==> config.mk <==
export PLATFORM = sky130hd
export DESIGN_NAME = cpra_ctrl
export DESIGN_NICKNAME = d
export VERILOG_FILES = /design/src/rtl/cpra_pkg.sv /design/src/rtl/cpra_ctrl.sv
export SDC_FILE = /design/constraint.sdc
export NUM_CORES = 1
export LEC_CHECK = 0
export BUFFER_PORTS_ARGS = -buffer_cell sky130_fd_sc_hd__buf_2
export CELL_PAD_IN_SITES_DETAIL_PLACEMENT = 1
export CELL_PAD_IN_SITES_GLOBAL_PLACEMENT = 1
export CORE_MARGIN = 1
export CORE_UTILIZATION = 37
export DETAILED_ROUTE_END_ITERATION = 7
export HOLD_SLACK_MARGIN = 0.02
export PLACE_DENSITY_LB_ADDON = 0.1
export SLEW_MARGIN = 20
export SYNTH_ARGS = -nofsm -noshare
export SYNTH_HDL_FRONTEND = slang
export SYNTH_SLANG_ARGS = --single-unit
==> constraint.sdc <==
create_clock -name clk -period 2.5 [get_ports clk]
set_input_delay 0.25 -clock clk [delete_from_list [all_inputs] [get_ports clk]]
set_output_delay 0.25 -clock clk [all_outputs]
set_load 0.02 [all_outputs]
==> src/rtl/cpra_pkg.sv <==
// Shared types, codes and constants of the contiguous page run allocator.
package cpra_pkg;

  localparam int PAGES_DEF = 1024;
  localparam int PN_W      = 11;  // page counts, page numbers and the break
  localparam int IDX_W     = 10;  // page index field of a request
  localparam int EW        = 12;  // page map entry
  localparam int ADDR_W    = 3;   // APB byte address
  localparam int DATA_W    = 32;

  localparam logic [EW-1:0]     CONT_MARK   = '1;
  localparam logic [PN_W-1:0]   LIMIT_RESET = 11'd1024;
  localparam logic              REG_LIMIT   = 1'b0;

  localparam logic FUNC_ALLOC = 1'b0;
  localparam logic FUNC_FREE  = 1'b1;

  localparam logic [1:0] ST_OK      = 2'd0;
  localparam logic [1:0] ST_NOSPACE = 2'd1;
  localparam logic [1:0] ST_BADFREE = 2'd2;
  localparam logic [1:0] ST_ZERO    = 2'd3;

  localparam logic [3:0] OP_NONE      = 4'd0;
  localparam logic [3:0] OP_LOAD      = 4'd1;
  localparam logic [3:0] OP_SCAN      = 4'd2;
  localparam logic [3:0] OP_CLOSE     = 4'd3;
  localparam logic [3:0] OP_TAKE      = 4'd4;
  localparam logic [3:0] OP_WRITE     = 4'd5;
  localparam logic [3:0] OP_FREE_RD   = 4'd6;
  localparam logic [3:0] OP_FREE_CHK  = 4'd7;
  localparam logic [3:0] OP_LOWER_RD  = 4'd8;
  localparam logic [3:0] OP_LOWER_CHK = 4'd9;
  localparam logic [3:0] OP_OUT       = 4'd10;

  typedef struct packed {
    logic              func;
    logic [PN_W-1:0]   pages;
    logic [IDX_W-1:0]  page_index;
  } req_t;

  typedef struct packed {
    logic [1:0]        status;
    logic [IDX_W-1:0]  first_page;
    logic [PN_W-1:0]   run_pages;
    logic [PN_W-1:0]   break_page;
  } rsp_t;

  typedef struct packed {
    logic [3:0] op;
    logic       set_status;
    logic [1:0] status;
  } cmd_t;

  typedef struct packed {
    logic is_free;
    logic zero_req;
    logic idx_ok;
    logic exact;
    logic scan_done;
    logic fit_any;
    logic head_ok;
    logic wr_last;
    logic brk_zero;
    logic q_zero;
  } sts_t;

endpackage

==> src/rtl/cpra_ctrl.sv <==
// Request sequencer of the page run allocator: scan, pick, write, free check and break lowering.
module cpra_ctrl (
  input  logic            clk,
  input  logic            rst,
  input  logic            start,
  input  logic            slot_free,
  input  cpra_pkg::sts_t  sts,
  output logic            idle,
  output cpra_pkg::cmd_t  cmd
);
  import cpra_pkg::*;

  localparam logic [3:0] S_IDLE     = 4'd0;
  localparam logic [3:0] S_DECODE   = 4'd1;
  localparam logic [3:0] S_SCAN     = 4'd2;
  localparam logic [3:0] S_SCAN_END = 4'd3;
  localparam logic [3:0] S_PICK     = 4'd4;
  localparam logic [3:0] S_TAKE     = 4'd5;
  localparam logic [3:0] S_WRITE    = 4'd6;
  localparam logic [3:0] S_F_RD     = 4'd7;
  localparam logic [3:0] S_F_CHK    = 4'd8;
  localparam logic [3:0] S_L_RD     = 4'd9;
  localparam logic [3:0] S_L_CHK    = 4'd10;
  localparam logic [3:0] S_DONE     = 4'd11;

  logic [3:0] state, state_next;

  always_ff @(posedge clk) begin
    if (rst) begin
      state <= S_IDLE;
    end else begin
      state <= state_next;
    end
  end

  assign idle = (state == S_IDLE);

  always_comb begin
    state_next     = state;
    cmd.op         = OP_NONE;
    cmd.set_status = 1'b0;
    cmd.status     = ST_OK;
    unique case (state)
      S_IDLE: begin
        if (start) begin
          cmd.op     = OP_LOAD;
          state_next = S_DECODE;
        end
      end
      S_DECODE: begin
        if (sts.is_free) begin
          if (sts.idx_ok) begin
            state_next = S_F_RD;
          end else begin
            cmd.set_status = 1'b1;
            cmd.status     = ST_BADFREE;
            state_next     = S_DONE;
          end
        end else if (sts.zero_req) begin
          cmd.set_status = 1'b1;
          cmd.status     = ST_ZERO;
          state_next     = S_DONE;
        end else begin
          state_next = S_SCAN;
        end
      end
      S_SCAN: begin
        cmd.op = OP_SCAN;
        if (sts.exact) begin
          state_next = S_PICK;
        end else if (sts.scan_done) begin
          state_next = S_SCAN_END;
        end
      end
      S_SCAN_END: begin
        cmd.op     = OP_CLOSE;
        state_next = S_PICK;
      end
      S_PICK: begin
        if (sts.fit_any) begin
          state_next = S_TAKE;
        end else begin
          cmd.set_status = 1'b1;
          cmd.status     = ST_NOSPACE;
          state_next     = S_DONE;
        end
      end
      S_TAKE: begin
        cmd.op     = OP_TAKE;
        state_next = S_WRITE;
      end
      S_WRITE: begin
        cmd.op = OP_WRITE;
        if (sts.wr_last) begin
          if (sts.is_free) begin
            state_next = S_L_RD;
          end else begin
            cmd.set_status = 1'b1;
            cmd.status     = ST_OK;
            state_next     = S_DONE;
          end
        end
      end
      S_F_RD: begin
        cmd.op     = OP_FREE_RD;
        state_next = S_F_CHK;
      end
      S_F_CHK: begin
        cmd.op = OP_FREE_CHK;
        if (sts.head_ok) begin
          state_next = S_WRITE;
        end else begin
          cmd.set_status = 1'b1;
          cmd.status     = ST_BADFREE;
          state_next     = S_DONE;
        end
      end
      S_L_RD: begin
        cmd.op = OP_LOWER_RD;
        if (sts.brk_zero) begin
          cmd.set_status = 1'b1;
          cmd.status     = ST_OK;
          state_next     = S_DONE;
        end else begin
          state_next = S_L_CHK;
        end
      end
      S_L_CHK: begin
        cmd.op = OP_LOWER_CHK;
        if (sts.q_zero) begin
          state_next = S_L_RD;
        end else begin
          cmd.set_status = 1'b1;
          cmd.status     = ST_OK;
          state_next     = S_DONE;
        end
      end
      S_DONE: begin
        if (slot_free) begin
          cmd.op     = OP_OUT;
          state_next = S_IDLE;
        end
      end
      default: begin
        state_next = S_IDLE;
      end
    endcase
  end

endmodule

# Word level (Yosys, flattened, before mapping)
# Cells that the tools add are included.
totals:
  ff_bits: 4
  inputBits: 14
  output_inout_bits: 8
  wordCells: 45
classes:
  n_eq_ne: 15
  muxes: 27
  n_reduce_logical: 2
op_table:
  columns: ["op", "n"]
  rows:
  - ["one-hot mux 4 bit (12 select lines)", 1]
  - ["two-way mux 4 bit", 11]
  - ["one-hot mux 4 bit (10 select lines)", 1]
  - ["two-way mux 3 bit", 9]
  - ["one-hot mux 3 bit (6 select lines)", 1]
  - ["equality test 4 x 3 -> 1 bit (second input constant)", 4]
  - ["equality test 4 bit (second input constant)", 4]
  - ["equality test 4 x 2 -> 1 bit (second input constant)", 2]
  - ["!= test 2 bit (second input constant)", 3]
  - ["equality test 4 x 1 -> 1 bit (second input constant)", 1]
  - ["logical NOT 4 bit", 1]
  - ["two-way mux 2 bit", 2]
  - ["AND reduction 4 bit", 1]
  - ["!= test 3 bit (second input constant)", 1]
  - ["two-way mux 1 bit", 2]

# Logic depth before layout (Yosys ltp)
# Gate-level depths: netlist of run 1.
logic_depth:
  ltp_word: 3
  ltp_mapped: 6
  depth_no_buf: 4

# Worst setup path after synthesis of run 1
# No wires, ideal clock.
synth_path:
  path_kind: "register to output"
  from: "register state[2]"
  to: "output cmd[0] (netlist bit)"
  t_arrival_ns: 1.323
  required_time_ns: 2.250
  setup_slack_ns: 0.927
  stages_incl_launch_ff: 6
  path_cell_list: "dfxtp_1 -> buf_6 -> buf_4 -> nor3b_1 -> a21oi_1 -> nor3_1"
synth_rtl:
  columns: ["item", "line", "source"]
  rows:
  - ["from (decl)", "cpra_ctrl.sv:26", "logic [3:0] state, state_next;"]
  - ["from (signal assigned)", "cpra_ctrl.sv:32", "state <= state_next;"]
  - ["to (decl)", "cpra_ctrl.sv:9", "output cpra_pkg::cmd_t cmd"]

==> flow_metrics.env, run 1 <==
export IMPL_syn_area_per_cell_um2=7.609
export IMPL_timing_final_max_slew_violations=0
export IMPL_grt_antenna_before_repair=0
export IMPL_registers_top_by_ff_count="state"
export IMPL_drtPass1Iterations=4
export IMPL_drt_wirelength_per_cell_um=17.07
export IMPL_powerDensity_nw_per_um2=1196
export IMPL_htree_num_levels=1
export IMPL_run_status="completed"
export IMPL_sequential_area_share_after_synthesis_pct=12.24
export IMPL_yosys_warnings=0
export IMPL_synth_xor_area_share_pct=2.677
export IMPL_row_count=14
export IMPL_clk_pin_slew_worst_setup_hold_paths_ps=40
export IMPL_io_buffer_count=21
export IMPL_cp_data_arrival_time_ps=2030
export IMPL_finalWorstPathRequiredPeriod_ps=2275
export IMPL_die_width_um=44.06
export IMPL_static_leakage_power_nw=0.3123
export IMPL_top_level_ports=22
export IMPL_crit_path_start_kind="flop"
export IMPL_timing_worst_slew_pin_value_ps=797.4
export IMPL_maxSlewHeadroom_pct=46.77
export IMPL_cts_tree="built"
export IMPL_final_fill_count=215
export IMPL_crit_required_ps=2250
export IMPL_postSynthNetCount=100
export IMPL_finalSetupViolations=0
export IMPL_max_vdd_ir_drop_v=0.0005766
export IMPL_yosys_register_bits=4
export IMPL_synth_distinct_cells=40
export IMPL_core_area_um2=1577
export IMPL_netlist_top_cells_count="nor2_1, a21oi_1, nand2_1"
export IMPL_synth_enable_flop_cells=0
export IMPL_detailroute_via_count=736
export IMPL_n_antenna_cell=0
export IMPL_detailed_place_hpwl_um=1479
export IMPL_final_min_period_over_clock_period_pct=91.01
export IMPL_number_of_remaining_drc_errors=0
export IMPL_postSynthCellCount=86
export IMPL_synth_top_area_share_pct=12.24
export IMPL_cts_inserted_buffers=3
export IMPL_max_cap_viols=0
export IMPL_final_nets=120
export IMPL_muxShareOfSynthArea_pct=1.530
export IMPL_area_sequential_um2=80.08
export IMPL_multiInputGateArea_um2=481.7
export IMPL_final_replace_weighted_congestion=0.7878
export IMPL_grt_pass1_vias=742
export IMPL_tritoncts_num_sinks=4
export IMPL_via_density_per_instance=6.133
export IMPL_floorplan_die_area_um2=1941
export IMPL_setup_worst_path_class="flop to output pin"
export IMPL_finalWirelength_um=2048
export IMPL_synth_flop_cell="dfxtp_1"
export IMPL_cts_resized=0
export IMPL_global_route_usage_total_pct=24.70
export IMPL_finish_cell_count_without_fillers=120
export IMPL_synth_top_cell_by_area="dfxtp_1"
export IMPL_drtAntennaViolNets=0
export IMPL_grt_max_degree=23
export IMPL_globalRouteOverflowTotal=0
export IMPL_initialDrtViolationCount=8
export IMPL_netlist_top_cells_area="dfxtp_1, buf_6, a21oi_1"
export IMPL_async_reset_ff_share_pct=0
export IMPL_maxClockFrequency_mhz=439.5
export IMPL_clock_path_buffers=2
export IMPL_clkLatencyLatePin_ps=240
export IMPL_post_layout_total_power_w=0.0008886
export IMPL_initial_core_util_pct=41.51
export IMPL_max_reg_flops=4
export IMPL_hold_path_class="primary input to flop"
export IMPL_fin_worst_hold_slack_ps=263.0
export IMPL_finish_utilization_pct=47.14
export IMPL_synth_top_family_by_area="simple AND/OR/NAND/NOR gates"
export IMPL_timing_setup_tns_ps=0
export IMPL_finClkSkew_ps=7.094
export IMPL_post_synth_top_count_cell="nor2_1"
export IMPL_unrepaired_setup_endpoints_after_global_routing="false"
export IMPL_grt_first_pass_wirelength_um=3588
export IMPL_critical_path_max_fanout=22
export IMPL_final_hold_viol_count=0
export IMPL_synth_adder_area_share_pct=0
export IMPL_reg_top3="state x4"
export IMPL_layout_area_overhead_vs_synth_pct=13.58
export IMPL_fraction_of_layout_instances_using_a_drive_strength_above_1_pct=32.69
export IMPL_critical_path_endpoint_type="output pin"
export IMPL_placed_cell_count=117
export IMPL_synth_compound_gate_area_share_pct=34.42
export IMPL_share_of_synthesized_cell_area_in_and_or_nand_and_nor_gates_pct=34.99
export IMPL_cts_hold_buffers=0
export IMPL_cts_setup_buffers=0
export IMPL_ctsRootBufferMaster="clkbuf_4"
export IMPL_die_h_um=44.06
export IMPL_syn_area_um2=654.4
-- power by group --
part	total (W)	switching, W	internal, W
Clock	0.0000847	0.0000307	0.0000540
Combinational	0.000577	0.000320	0.000257
Sequential	0.000227	0.000138	0.0000891
Total	0.000889	0.000489	0.000400
-- worst max-delay path: stages, from the launching register on --
cell	delay [ps]
dfxtp_1	830
nand2b_1	210
o32ai_1	270
a21oi_1	100
o211ai_1	180
buf_2	190
-- worst paths after layout --
kind                      endpoint                   from  depth (start not counted)  slack [ps]
max reg2reg  state[0]$_SDFFE_PP0P_  state[2]$_SDFFE_PP0P_                          4         790
min reg2reg  state[2]$_SDFFE_PP0P_  state[0]$_SDFFE_PP0P_                          3         880
min          state[3]$_SDFFE_PP0P_                    rst                          2         260
max                         cmd[2]  state[2]$_SDFFE_PP0P_                          5         220
-- cells by family (layout without fill, tap and decap cells) --
logic type,count (synthesis),count (layout)
AO/OA/AOI/OAI,30,30
XOR/XNOR,2,2
buffers and inverters,13,31
flip-flops,4,4
multiplexers,1,1
AND/OR/NAND/NOR,36,36
-- cells in the final DEF, fill, tap and decap left out, types with 3 or more instances in the layout --
master / n
buf_2: 21
nor2_1: 8
nand2_1: 6
a21oi_1: 6
inv_1: 5
nand3_1: 4
dfxtp_1: 4
o21ai_1: 3
o21ai_0: 3
nor3_1: 3
clkbuf_4: 3
-- stage by stage --
step | setup WS [ps] | instance area [um^2]
after floorplan | 926.9 | 654.4
after global placement | 584.4 | 720.7
after detailed placement | 510.1 | 720.7
after CTS | 254.8 | 743.2
after global routing | 19.50 | 743.2
final | 224.8 | 743.2
-- final cells by class --
| cell class | count | share of cell area [%] |
|---|---|---|
| Tap cell | 16 | 2.694 |
| Multi-Input combinational cell | 69 | 64.81 |
| Clock buffer | 3 | 3.030 |
| Timing Repair Buffer | 23 | 16.16 |
| Inverter | 5 | 2.525 |
| Sequential cell | 4 | 10.77 |
-- routing by layer --
metal / share of wire (%) / vias to the layer above / GRT usage (%)
met2: 48 / 31 / 39.71
met5: 0 / - / 0
met3: 3.9 / 3 / 2.857
met1: 47 / 342 / 34.16
met4: 0.68 / 0 / 8.485
li1: - / 360 / -
Note: power is estimated with default switching activity, not from simulation.
==> run 2: changes to the inputs <==
PLACE_DENSITY = 0.81   (was default)
PLACE_DENSITY_LB_ADDON = default   (was 0.1)
==> flow_metrics.env, run 2 (same netlist as run 1, synthesis figures left out) <==
export IMPL_run_status="completed"
export IMPL_cts_inserted_buffers=3
export IMPL_detailed_place_hpwl_um=1465
export IMPL_hold_path_cell_count=2
export IMPL_powerDensity_nw_per_um2=1187
export IMPL_timing_worst_slew_pin_value_ps=769.2
export IMPL_critical_path_max_fanout=22
export IMPL_finalWirelength_um=1952
export IMPL_initialDrtViolationCount=9
export IMPL_grt_antenna_before_repair=0
export IMPL_critical_path_reg2reg_startpoint="state[2]$_SDFFE_PP0P_"
export IMPL_core_area_um2=1577
export IMPL_setup_worst_path_class="flop to output pin"
export IMPL_critical_path_endpoint_type="output pin"
export IMPL_initial_core_util_pct=41.51
export IMPL_cts_tree="built"
export IMPL_timing_final_max_slew_violations=0
export IMPL_top_level_ports=22
export IMPL_grt_pass1_vias=740
export IMPL_share_clk_of_total_power_pct=9.9
export IMPL_finClkSkew_ps=9.951
export IMPL_most_used_cells_in_the_layout_excluding_fill_and_tap_cells="buf_2, nor2_1, nand2_1, a21oi_1, inv_1"
export IMPL_fraction_of_layout_instances_using_a_drive_strength_above_1_pct=33.33
export IMPL_finish_utilization_pct=47.62
export IMPL_unrepaired_setup_endpoints_after_global_routing="false"
export IMPL_maxSlewHeadroom_pct=48.65
export IMPL_floorplan_die_area_um2=1941
export IMPL_ctsRootBufferMaster="clkbuf_4"
export IMPL_grt_first_pass_wirelength_um=3325
export IMPL_finish_cell_count_without_fillers=121
export IMPL_placed_cell_count=118
export IMPL_crit_path_start_kind="flop"
export IMPL_global_route_usage_total_pct=23.38
export IMPL_finalWorstPathRequiredPeriod_ps=2306
export IMPL_mostFrequentLayoutCell="buf_2"
export IMPL_internal_power_w=0.0004071
export IMPL_timing_hold_worst_start="rst"
export IMPL_final_hold_viol_count=0
export IMPL_drt_wirelength_per_cell_um=16.13
export IMPL_final_min_period_over_clock_period_pct=92.26
export IMPL_r2r_slack_ps=820
export IMPL_static_leakage_power_nw=0.3177
export IMPL_max_vdd_ir_drop_v=0.0005010
export IMPL_grt_max_degree=24
export IMPL_via_density_per_instance=6.149
export IMPL_cts_resized=0
export IMPL_row_count=14
export IMPL_io_buffer_count=21
export IMPL_n_antenna_cell=0
export IMPL_clock_path_buffers=2
export IMPL_clkLatencyLatePin_ps=250
export IMPL_final_replace_weighted_congestion=0.8149
export IMPL_drtPass1Iterations=6
export IMPL_detailroute_via_count=744
export IMPL_r2r_worst_path_cells=3
export IMPL_maxClockFrequency_mhz=433.6
export IMPL_registers_top_by_ff_count="state"
export IMPL_htree_num_levels=1
export IMPL_hold_path_class="primary input to flop"
export IMPL_reg_top3="state x4"
export IMPL_final_nets=121
export IMPL_die_h_um=44.06
export IMPL_max_reg_flops=4
export IMPL_p_comb_share_pct=71.4
export IMPL_layout_area_overhead_vs_synth_pct=14.72
export IMPL_die_width_um=44.06
export IMPL_crit_required_ps=2250
export IMPL_placedInstanceArea_um2=728.2
export IMPL_seq_power_share_pct=18.7
export IMPL_layout_cell_area_non_filler_um2=750.7
export IMPL_number_of_remaining_drc_errors=0
export IMPL_final_fill_count=218
export IMPL_finalSetupViolations=0
export IMPL_switching_part_of_the_total_power_pct=54.32
export IMPL_max_cap_viols=0
export IMPL_hold_end="state[3]$_SDFFE_PP0P_"
export IMPL_cts_hold_buffers=0
export IMPL_drtAntennaViolNets=0
export IMPL_netSwitchingPower_w=0.0004840
export IMPL_tritoncts_num_sinks=4
export IMPL_cts_setup_buffers=0
export IMPL_cp_data_arrival_time_ps=2060
export IMPL_clk_pin_slew_worst_setup_hold_paths_ps=40
export IMPL_globalRouteOverflowTotal=0
export IMPL_timing_setup_tns_ps=0
export IMPL_r2r_end="state[0]$_SDFFE_PP0P_"
==> run 2: cell count changes in the layout (fill, tap and decap cells not counted) <==
cell   previous run  this run
buf_4             2         3
==> run 2: cell type report <==
type	instances	area (um^2)	area share, %
Inverter	5	18.77	2.500
Tap cell	16	20.02	2.667
Timing Repair Buffer	24	127.6	17.00
Clock buffer	3	22.52	3.000
Sequential cell	4	80.08	10.67
Multi-Input combinational cell	69	481.7	64.17
==> run 2: per-layer routing <==
layer  GRT usage [%]  routed length [um]  part of all wire [%]
met3           2.857                  83                   4.3
met5               0                   0                     0
met4           14.55                  71                   3.6
met1           29.75                 881                    45
met2           37.35                 915                    47
==> run 2: critical path, stage by stage, from the launching register on <==
cell and delay, ps:
dfxtp_1 810, nand2b_1 220, o32ai_1 310, a21oi_1 110, o211ai_1 160, buf_2 190
==> run 2: worst max path at each step <==
stage,start,end,slack (ps),depth (start not counted)
after CTS,state[2]$_SDFFE_PP0P_,cmd[2],190,5
after floorplan,state[2]$_SDFFE_PP0P_,cmd[0],930,5
after detailed placement,state[2]$_SDFFE_PP0P_,cmd[2],460,5
after global placement,state[2]$_SDFFE_PP0P_,cmd[2],610,5
after global routing,state[2]$_SDFFE_PP0P_,cmd[2],30,5
final,state[2]$_SDFFE_PP0P_,cmd[2],190,5
==> run 2: power by group through the flow <==
stage	combinational (W)	clock, W	sequential (W)
3_3_place_gp	0.000622	0	0.000163
3_5_place_dp	0.000635	0	0.000166
2_1_floorplan	0.000580	0	0.000109
6_report	0.000637	0.0000879	0.000166
4_1_cts	0.000639	0.0000909	0.000165
5_1_grt	0.000695	0.0000936	0.000175
==> run 2: per-stage QoR <==
step	hold slack, ps	power (W)	setup WS, ps
after floorplan	314.6	0.0006893	926.9
final	233.0	0.0008911	193.5
after CTS	229.4	0.0008940	194.9
after global routing	238.6	0.0009638	34.64
after global placement	488.5	0.0007849	606.1
after detailed placement	491.0	0.0008010	463.8
==> run 3: changes to the inputs <==
GPL_TIMING_DRIVEN = 0   (was default)
HOLD_SLACK_MARGIN = 0.05   (was 0.02)
==> flow_metrics.env, run 3 (same netlist as run 1, synthesis figures left out) <==
export IMPL_final_hold_viol_count=0
export IMPL_drt_wirelength_per_cell_um=15.67
export IMPL_top_level_ports=22
export IMPL_registers_top_by_ff_count="state"
export IMPL_number_of_remaining_drc_errors=0
export IMPL_powerDensity_nw_per_um2=1193
export IMPL_cts_inserted_buffers=3
export IMPL_tritoncts_num_sinks=4
export IMPL_clk_pin_slew_worst_setup_hold_paths_ps=40
export IMPL_share_clk_of_total_power_pct=8.1
export IMPL_seq_power_share_pct=12.3
export IMPL_r2r_slack_ps=1050
export IMPL_ctsRootBufferMaster="clkbuf_4"
export IMPL_critical_path_max_fanout=8
export IMPL_finClkSkew_ps=1.797
export IMPL_cts_setup_buffers=0
export IMPL_run_status="completed"
export IMPL_io_buffer_count=21
export IMPL_timing_setup_tns_ps=0
export IMPL_finalWirelength_um=1975
export IMPL_switching_part_of_the_total_power_pct=52.06
export IMPL_timing_hold_worst_start="rst"
export IMPL_drtAntennaViolNets=0
export IMPL_detailed_place_hpwl_um=1582
export IMPL_row_count=14
export IMPL_cts_hold_buffers=0
export IMPL_final_min_period_over_clock_period_pct=73.97
export IMPL_static_leakage_power_nw=0.3484
export IMPL_mostFrequentLayoutCell="buf_2"
export IMPL_initial_core_util_pct=41.51
export IMPL_crit_required_ps=2250
export IMPL_timing_worst_slew_pin_value_ps=322.1
export IMPL_unrepaired_setup_endpoints_after_global_routing="false"
export IMPL_netSwitchingPower_w=0.0004981
export IMPL_grt_max_degree=11
export IMPL_finalWorstPathRequiredPeriod_ps=1849
export IMPL_global_route_usage_total_pct=22.26
export IMPL_layout_area_overhead_vs_synth_pct=22.56
export IMPL_maxClockFrequency_mhz=540.8
export IMPL_internal_power_w=0.0004587
export IMPL_die_width_um=44.06
export IMPL_grt_first_pass_wirelength_um=3291
export IMPL_critical_path_reg2reg_startpoint="state[0]$_SDFFE_PP0P_"
export IMPL_drtPass1Iterations=6
export IMPL_maxSlewHeadroom_pct=78.44
export IMPL_cp_data_arrival_time_ps=1600
export IMPL_max_cap_viols=0
export IMPL_final_nets=126
export IMPL_cts_tree="built"
export IMPL_globalRouteOverflowTotal=0
export IMPL_clkLatencyLatePin_ps=230
export IMPL_die_h_um=44.06
export IMPL_final_replace_weighted_congestion=0.8243
export IMPL_finalSetupViolations=0
export IMPL_layout_cell_area_non_filler_um2=802.0
export IMPL_most_used_cells_in_the_layout_excluding_fill_and_tap_cells="buf_2, nor2_1, nand2_1, a21oi_1"
export IMPL_grt_pass1_vias=756
export IMPL_n_antenna_cell=0
export IMPL_cts_resized=0
export IMPL_crit_path_start_kind="flop"
export IMPL_p_comb_share_pct=79.6
export IMPL_fraction_of_layout_instances_using_a_drive_strength_above_1_pct=36.36
export IMPL_critical_path_startpoint="state[3]$_SDFFE_PP0P_"
export IMPL_placedInstanceArea_um2=779.5
export IMPL_max_vdd_ir_drop_v=0.0004757
export IMPL_timing_final_max_slew_violations=0
export IMPL_hold_path_class="primary input to flop"
export IMPL_floorplan_die_area_um2=1941
export IMPL_initialDrtViolationCount=18
export IMPL_setup_worst_path_class="flop to output pin"
export IMPL_clock_path_buffers=2
export IMPL_htree_num_levels=1
export IMPL_core_area_um2=1577
export IMPL_via_density_per_instance=6.016
export IMPL_reg_top3="state x4"
export IMPL_critical_path_endpoint_type="output pin"
export IMPL_grt_antenna_before_repair=0
export IMPL_max_reg_flops=4
export IMPL_detailroute_via_count=758
## run 3: cell count changes in the layout (fill, tap and decap cells not counted)
cell / delta
buf_6: +5
buf_2: +2
buf_4: -2
## run 3: area by class of cell
cell class | instances | area (um^2)
Clock buffer | 3 | 22.52
Fill cell | 216 | 774.5
Timing Repair Buffer | 21 | 105.1
Sequential cell | 4 | 80.08
Tap cell | 16 | 20.02
Buffer | 8 | 73.82
Multi-Input combinational cell | 69 | 481.7
Inverter | 5 | 18.77
## run 3: worst paths after layout
kind / depth (start not counted) / end
worst max-delay path: 6 / cmd[2]
worst min-delay path: 2 / state[3]$_SDFFE_PP0P_
worst max register to register: 5 / state[0]$_SDFFE_PP0P_
worst min register to register: 3 / state[3]$_SDFFE_PP0P_
## run 3: power by group through the flow
stage | clock [W] | sequential, W | combinational, W
6_report | 0.0000775 | 0.000118 | 0.000761
5_1_grt | 0.0000824 | 0.000122 | 0.000823
4_1_cts | 0.0000788 | 0.000118 | 0.000759
3_5_place_dp | 0 | 0.000118 | 0.000756
3_3_place_gp | 0 | 0.000114 | 0.000743
2_1_floorplan | 0 | 0.000109 | 0.000580
## run 3: worst max-delay path, cell delays in order (launching register included)
cell and delay [ps]:
dfxtp_1 310, buf_6 140, nand2b_1 180, o32ai_1 280, a21oi_1 120, o211ai_1 170, buf_2 190
## run 3: through the flow
stage / utilization, % / hold WS [ps] / cells / total power, W / setup slack, ps
after global placement: 49.44 / 483.4 / 123 / 0.0008569 / 951.4
after detailed placement: 49.44 / 480.6 / 123 / 0.0008743 / 910.2
after CTS: 50.87 / 243.6 / 126 / 0.0009555 / 661.6
final: 50.87 / 247.9 / 126 / 0.0009568 / 650.9
after floorplan: - / 314.6 / 86 / 0.0006893 / 926.9
after global routing: 50.87 / 248.1 / 126 / 0.001027 / 577.7
## run 3: metal layers
layer	global-route usage [%]	share of wire (%)
met2	38.82	50
met4	4.848	0
met5	0	0
met1	28.18	47
met3	4.490	3.4
